[src/hdl/tlca_pkg.sv]
package tlca_pkg;

  localparam int NODE_W     = 10;
  localparam int MAX_NODES  = 1024;
  localparam int LEVELS     = 10;
  localparam int LVL_W      = 4;
  localparam int CNT_W      = 11;
  localparam int JADDR_W    = LVL_W + NODE_W;
  localparam int JDEPTH     = LEVELS * MAX_NODES;
  localparam int IN_DATA_W  = 56;
  localparam int OUT_DATA_W = 16;
  localparam int USER_W     = 2;

  typedef logic [NODE_W-1:0] node_t;
  typedef logic [LVL_W-1:0]  lvl_t;
  typedef logic [CNT_W-1:0]  cnt_t;

  typedef enum logic [1:0] {
    FUNC_LOAD  = 2'd0,
    FUNC_BUILD = 2'd1,
    FUNC_LCA   = 2'd2,
    FUNC_ANC   = 2'd3
  } func_t;

  typedef enum logic [1:0] {
    KIND_BUILD = 2'd0,
    KIND_LCA   = 2'd1,
    KIND_ANC   = 2'd2
  } kind_t;

  typedef enum logic [2:0] {
    JA_BLD1,
    JA_BLD2,
    JA_CLB,
    JA_X,
    JA_Y,
    JA_FIN
  } jaddr_sel_t;

  typedef enum logic [1:0] {
    RES_ZERO,
    RES_X,
    RES_CX,
    RES_JRD
  } res_sel_t;

  typedef enum logic [3:0] {
    ST_IDLE,
    ST_BLD_RD1,
    ST_BLD_RD2,
    ST_BLD_WR,
    ST_CLB_STEP,
    ST_CLB_WAIT,
    ST_LCA_DA,
    ST_LCA_DB,
    ST_LCA_DIF,
    ST_LCA_EQ,
    ST_LCA_RX,
    ST_LCA_RY,
    ST_LCA_CMP,
    ST_LCA_FIN,
    ST_LCA_ANS,
    ST_RESULT
  } state_t;

  typedef struct packed {
    logic       accept;
    logic       load_wr;
    logic       jrd_en;
    jaddr_sel_t jrd_sel;
    logic       drd_en;
    logic       drd_y;
    logic       bld_wr;
    logic       bld_next_j;
    logic       bld_next_lvl;
    logic       clb_take;
    logic       dbl_set;
    logic       clb_adv;
    logic       dx_load;
    logic       dif_start;
    logic       clb_back;
    logic       lv_init;
    logic       px_load;
    logic       cmp_upd;
    logic       res_load;
    res_sel_t   res_sel;
    logic       out_load;
  } dp_cmd_t;

  typedef struct packed {
    logic steps_zero;
    logic step_bit;
    logic beyond;
    logic dbl;
    logic depth_lt;
    logic depth_gt;
    logic x_eq_y;
    logic k_zero;
    logic j_last;
    logic lvl_last;
    logic ht_one;
    logic is_lca;
  } dp_stat_t;

endpackage

[src/hdl/tlca_ctrl.sv]
module tlca_ctrl (
  input  logic                        clk,
  input  logic                        rst_n,
  input  logic                        in_tvalid,
  input  logic [tlca_pkg::USER_W-1:0] in_tuser,
  output logic                        in_tready,
  input  logic                        out_tready,
  output logic                        out_tvalid,
  output tlca_pkg::dp_cmd_t           cmd,
  input  tlca_pkg::dp_stat_t          stat
);
  import tlca_pkg::*;

  state_t state_r, state_nxt;
  logic   out_tvalid_r, out_tvalid_nxt;
  logic   acc, out_free;
  func_t  f_func;

  assign f_func     = func_t'(in_tuser);
  assign in_tready  = (state_r == ST_IDLE);
  assign acc        = in_tvalid & in_tready;
  assign out_free   = ~out_tvalid_r | out_tready;
  assign out_tvalid = out_tvalid_r;

  always_comb begin
    state_nxt = state_r;
    unique case (state_r)
      ST_IDLE: begin
        if (acc) begin
          unique case (f_func)
            FUNC_LOAD:  state_nxt = ST_IDLE;
            FUNC_BUILD: state_nxt = stat.ht_one ? ST_RESULT : ST_BLD_RD1;
            FUNC_LCA:   state_nxt = ST_LCA_DA;
            FUNC_ANC:   state_nxt = ST_CLB_STEP;
          endcase
        end
      end
      ST_BLD_RD1: state_nxt = ST_BLD_RD2;
      ST_BLD_RD2: state_nxt = ST_BLD_WR;
      ST_BLD_WR: begin
        state_nxt = (stat.j_last && stat.lvl_last) ? ST_RESULT : ST_BLD_RD1;
      end
      ST_CLB_STEP: begin
        priority if (stat.steps_zero) begin
          state_nxt = stat.is_lca ? ST_LCA_EQ : ST_RESULT;
        end else if (stat.step_bit) begin
          state_nxt = ST_CLB_WAIT;
        end else begin
          state_nxt = ST_CLB_STEP;
        end
      end
      ST_CLB_WAIT: state_nxt = ST_CLB_STEP;
      ST_LCA_DA:   state_nxt = ST_LCA_DB;
      ST_LCA_DB:   state_nxt = ST_LCA_DIF;
      ST_LCA_DIF: begin
        state_nxt = (stat.depth_lt || stat.depth_gt) ? ST_CLB_STEP : ST_LCA_EQ;
      end
      ST_LCA_EQ:  state_nxt = stat.x_eq_y ? ST_RESULT : ST_LCA_RX;
      ST_LCA_RX:  state_nxt = ST_LCA_RY;
      ST_LCA_RY:  state_nxt = ST_LCA_CMP;
      ST_LCA_CMP: state_nxt = stat.k_zero ? ST_LCA_FIN : ST_LCA_RX;
      ST_LCA_FIN: state_nxt = ST_LCA_ANS;
      ST_LCA_ANS: state_nxt = ST_RESULT;
      ST_RESULT:  state_nxt = out_free ? ST_IDLE : ST_RESULT;
    endcase
  end

  always_comb begin
    cmd = '0;
    unique case (state_r)
      ST_IDLE: begin
        if (acc) begin
          cmd.accept  = 1'b1;
          cmd.load_wr = (f_func == FUNC_LOAD);
          if ((f_func == FUNC_BUILD) && stat.ht_one) begin
            cmd.res_load = 1'b1;
            cmd.res_sel  = RES_ZERO;
          end
        end
      end
      ST_BLD_RD1: begin
        cmd.jrd_en  = 1'b1;
        cmd.jrd_sel = JA_BLD1;
      end
      ST_BLD_RD2: begin
        cmd.jrd_en  = 1'b1;
        cmd.jrd_sel = JA_BLD2;
      end
      ST_BLD_WR: begin
        cmd.bld_wr = 1'b1;
        priority if (stat.j_last && stat.lvl_last) begin
          cmd.res_load = 1'b1;
          cmd.res_sel  = RES_ZERO;
        end else if (stat.j_last) begin
          cmd.bld_next_lvl = 1'b1;
        end else begin
          cmd.bld_next_j = 1'b1;
        end
      end
      ST_CLB_STEP: begin
        priority if (stat.steps_zero) begin
          if (stat.is_lca) begin
            cmd.clb_back = 1'b1;
          end else begin
            cmd.res_load = 1'b1;
            cmd.res_sel  = RES_CX;
          end
        end else if (stat.step_bit) begin
          cmd.jrd_en  = 1'b1;
          cmd.jrd_sel = JA_CLB;
        end else begin
          cmd.clb_adv = 1'b1;
        end
      end
      ST_CLB_WAIT: begin
        cmd.clb_take = 1'b1;
        // above the built levels a step is two jumps of the top level
        if (stat.beyond && !stat.dbl) begin
          cmd.dbl_set = 1'b1;
        end else begin
          cmd.clb_adv = 1'b1;
        end
      end
      ST_LCA_DA: begin
        cmd.drd_en = 1'b1;
        cmd.drd_y  = 1'b0;
      end
      ST_LCA_DB: begin
        cmd.dx_load = 1'b1;
        cmd.drd_en  = 1'b1;
        cmd.drd_y   = 1'b1;
      end
      ST_LCA_DIF: begin
        cmd.dif_start = stat.depth_lt | stat.depth_gt;
      end
      ST_LCA_EQ: begin
        if (stat.x_eq_y) begin
          cmd.res_load = 1'b1;
          cmd.res_sel  = RES_X;
        end else begin
          cmd.lv_init = 1'b1;
        end
      end
      ST_LCA_RX: begin
        cmd.jrd_en  = 1'b1;
        cmd.jrd_sel = JA_X;
      end
      ST_LCA_RY: begin
        cmd.px_load = 1'b1;
        cmd.jrd_en  = 1'b1;
        cmd.jrd_sel = JA_Y;
      end
      ST_LCA_CMP: begin
        cmd.cmp_upd = 1'b1;
      end
      ST_LCA_FIN: begin
        cmd.jrd_en  = 1'b1;
        cmd.jrd_sel = JA_FIN;
      end
      ST_LCA_ANS: begin
        cmd.res_load = 1'b1;
        cmd.res_sel  = RES_JRD;
      end
      ST_RESULT: begin
        cmd.out_load = out_free;
      end
    endcase
  end

  always_comb begin
    out_tvalid_nxt = out_tvalid_r;
    if (cmd.out_load) begin
      out_tvalid_nxt = 1'b1;
    end else if (out_tready) begin
      out_tvalid_nxt = 1'b0;
    end
  end

  always_ff @(posedge clk) begin
    if (!rst_n) begin
      state_r      <= ST_IDLE;
      out_tvalid_r <= 1'b0;
    end else begin
      state_r      <= state_nxt;
      out_tvalid_r <= out_tvalid_nxt;
    end
  end

endmodule

[config.mk]
export PLATFORM = sky130hd
export DESIGN_NAME = tlca_ctrl
export DESIGN_NICKNAME = d
export VERILOG_FILES = /design/src/hdl/tlca_pkg.sv /design/src/hdl/tlca_ctrl.sv
export SDC_FILE = /design/constraint.sdc
export NUM_CORES = 1
export LEC_CHECK = 0
export BUFFER_PORTS_ARGS = -buffer_cell sky130_fd_sc_hd__buf_2
export CAP_MARGIN = 20
export CORE_AREA = 2 2 45 47
export CTS_BUF_LIST = sky130_fd_sc_hd__clkbuf_4
export CTS_CLUSTER_DIAMETER = 200
export CTS_CLUSTER_SIZE = 12
export DETAILED_ROUTE_END_ITERATION = 10
export DIE_AREA = 0 0 47 49
export MAX_ROUTING_LAYER = met4
export PLACE_DENSITY = 0.85
export SKIP_LAST_GASP = 1
export SLEW_MARGIN = 20
export SYNTH_ARGS = -nofsm -noshare
export SYNTH_HDL_FRONTEND = slang
export SYNTH_SLANG_ARGS = --single-unit
[constraint.sdc]
create_clock -name clk -period 3.42 [get_ports clk]
set_input_delay 0.513 -clock clk [delete_from_list [all_inputs] [get_ports clk]]
set_output_delay 0.513 -clock clk [all_outputs]
set_load 0.03 [all_outputs]
==> results.sh <==
export IMPL_seq_area_frac_synth_pct=13.68
export IMPL_final_nets=167
export IMPL_antenna_found_initial=0
export IMPL_power_density_nw_per_um2=756.2
export IMPL_rsz0062_at_grt="false"
export IMPL_die_height_um=49
export IMPL_setup_tns_ps=0
export IMPL_holdPathStages=2
export IMPL_synthCells=113
export IMPL_synth_warnings=0
export IMPL_min_from="rst_n"
export IMPL_ctsResizeCount=0
export IMPL_finalHoldViolCount=0
export IMPL_diodes=0
export IMPL_drive_above_1_share_pct=33.78
export IMPL_seq_area_um2=100.1
export IMPL_outcome="completed"
export IMPL_layout_min_cycle_time_ps=2866
export IMPL_clkSinkCount=5
export IMPL_dieArea_um2=2303
export IMPL_drv_slew=0
export IMPL_min_path_type="in2reg"
export IMPL_path_cells="nand2b_1 -> or4b_1 -> a21oi_2 -> or3_1 -> buf_2"
export IMPL_cts_htree_levels=1
export IMPL_overflow=0
export IMPL_coreArea_um2=1842
export IMPL_clk_path_buf_depth=2
export IMPL_grt_pass1_vias=752
export IMPL_synth_most_common_cell="a21oi_1"
export IMPL_ys_seq_elements=5
export IMPL_slew_headroom_pct=41.10
export IMPL_ctsHoldBuffers=0
export IMPL_nFillCells=193
export IMPL_dr_pass1_iters=4
export IMPL_p_leak_nw=0.4689
export IMPL_max_cap_violations=0
export IMPL_cp_end_kind="output pin"
export IMPL_vias=947
export IMPL_fp_row_count=16
export IMPL_worst_slack_ps=554.2
export IMPL_r2r_setup_slack_ps=1590
export IMPL_whs_endpoint="state_r[3]$_SDFFE_PN0P_"
export IMPL_grt_max_degree=30
export IMPL_synth_top_cell_by_area="dfxtp_1"
export IMPL_wl_per_cell_um=11.65
export IMPL_crit_slowest_cell="dfxtp_1"
export IMPL_area_delta_synth_final_pct=30.09
export IMPL_critPathArrivalTime_ps=2350
export IMPL_start_util_pct=39.74
export IMPL_path_clk_slew_ps=40
export IMPL_dp_hpwl_mm=1.543
export IMPL_tightestPinTransition_ps=882.4
export IMPL_grt_use_total_pct=18.20
export IMPL_synthTopCellsByCount="a21oi_1, nand2_1, nor2_1"
export IMPL_synth_area_leaders="dfxtp_1, a21oi_1, nor3_1, nand2_1, nor2_1"
export IMPL_ant_nets=0
export IMPL_ios=44
export IMPL_synth_nets=131
export IMPL_rr_startpoint="state_r[0]$_SDFFE_PN0P_"
export IMPL_cp_slowest_stage_delay_ps=750
export IMPL_drt_iter0_markers=13
export IMPL_syn_area_per_cell_um2=6.477
export IMPL_syn_area_um2=732.0
export IMPL_synth_distinct_cells=43
export IMPL_cts_root_buf="clkbuf_4"
export IMPL_fin_skew_ps=5.415
export IMPL_place_gp_congestion=0.7677
export IMPL_cp_start_kind="register"
export IMPL_peakVddDrop_uv=679.3
export IMPL_rr_worst_depth=4
export IMPL_cts_tree="yes"
export IMPL_cp_max_fo=23
export IMPL_timing_rr_end="state_r[0]$_SDFFE_PN0P_"
export IMPL_drcViolationCount=0
export IMPL_dieWidth_um=47
export IMPL_grt_pass1_wl_mm=3.098
export IMPL_utilization_pct=51.70
export IMPL_dp_slack_ps=831.3
export IMPL_portBuffers=43
export IMPL_cts_made_buffers=3
export IMPL_async_flop_share_pct=0
export IMPL_multiInputGateArea_um2=558.0
export IMPL_max_freq_mhz=348.9
export IMPL_synthFlopType="dfxtp_1"
export IMPL_drt_vias_per_instance=5.411
export IMPL_clk_latency_ps=240
export IMPL_crit_type="reg2out"
export IMPL_setup_violations=0
export IMPL_drt_total_wl_mm=2.038
export IMPL_yosysTopAreaCellShare_pct=13.68
export IMPL_synth_edf_count=0
export IMPL_finalCritPeriodShare_pct=83.79
export IMPL_crit_required_ps=2910
export IMPL_p_total_mw=0.7200
export IMPL_cts_setup_buffers=0
## layer usage
layer  global-route usage (%)  vias to the layer above  wire length (um)
li1                         -                      490                 -
met1                    22.52                      419               887
met2                    28.77                       34               991
met3                    1.852                        4               122
met4                    8.333                        0                38
met5                        -                        -                 0
## layout make-up
| class | count | area share (%) |
|---|---|---|
| Inverter | 4 | 1.577 |
| Timing Repair Buffer | 43 | 22.60 |
| Clock buffer | 4 | 3.154 |
| Multi-Input combinational cell | 92 | 58.61 |
| Sequential cell | 5 | 10.51 |
| Tap cell | 27 | 3.548 |
## how the worst max path moves through the flow
stage | start | endpoint | slack (ps) | cells after the start
after detailed placement | state_r[2]$_SDFFE_PN0P_ | cmd[21] | 830 | 5
after floorplan | state_r[0]$_SDFFE_PN0P_ | cmd[22] | 850 | 4
after global routing | state_r[2]$_SDFFE_PN0P_ | cmd[21] | 410 | 5
after CTS | state_r[2]$_SDFFE_PN0P_ | cmd[21] | 570 | 5
after global placement | state_r[2]$_SDFFE_PN0P_ | cmd[21] | 920 | 5
final | state_r[2]$_SDFFE_PN0P_ | cmd[21] | 550 | 5
## flip-flops by register name, indices dropped and copies added, names as in the netlist
signal and flops:
out_tvalid 1, state_r 4
## critical path, delay by kind of cell (launching register included)
kind	cells	cell delay, ps
and+or+nand+nor	3	1010
DFF	1	750
buffers and inverters	1	190
AOI/OAI and AO/OA	1	160
## per-stage QoR
step	hold slack [ps]	instances	area (um^2)
2_1_floorplan	640.9	113	732.0
3_3_place_gp	557.0	171	922.1
3_5_place_dp	565.9	171	922.1
4_1_cts	501.2	175	952.2
5_1_grt	524.6	175	952.2
6_report	506.1	175	952.2
## logic make-up (layout without fill, tap and decap cells)
| kind of cell | Yosys count | after routing | synth area share, % |
|---|---|---|---|
| AND/OR/NAND/NOR | 61 | 61 | 48.21 |
| AO/OA/AOI/OAI | 30 | 30 | 26.67 |
| buffers and inverters | 16 | 51 | 10.08 |
| flip-flops | 5 | 5 | 13.68 |
| multiplexers | 1 | 1 | 1.368 |
## power by group
| group | internal, mW | switching [mW] | total [mW] |
|---|---|---|---|
| sequential | 0.0788 | 0.121 | 0.200 |
| clock | 0.0520 | 0.0243 | 0.0764 |
| combinational | 0.170 | 0.273 | 0.443 |
| total | 0.301 | 0.419 | 0.720 |
## placed cells by master (no fill, tap or decap), types with 5 or more instances in the layout
master | netlist | routed
nor2_1 | 9 | 9
nand2_1 | 9 | 9
nand3_1 | 6 | 6
nor3_1 | 8 | 8
a21oi_1 | 10 | 10
nor2b_1 | 5 | 5
dfxtp_1 | 5 | 5
buf_2 | 5 | 43
nand2b_1 | 5 | 5
No activity file was read; power rests on OpenSTA's default activity.
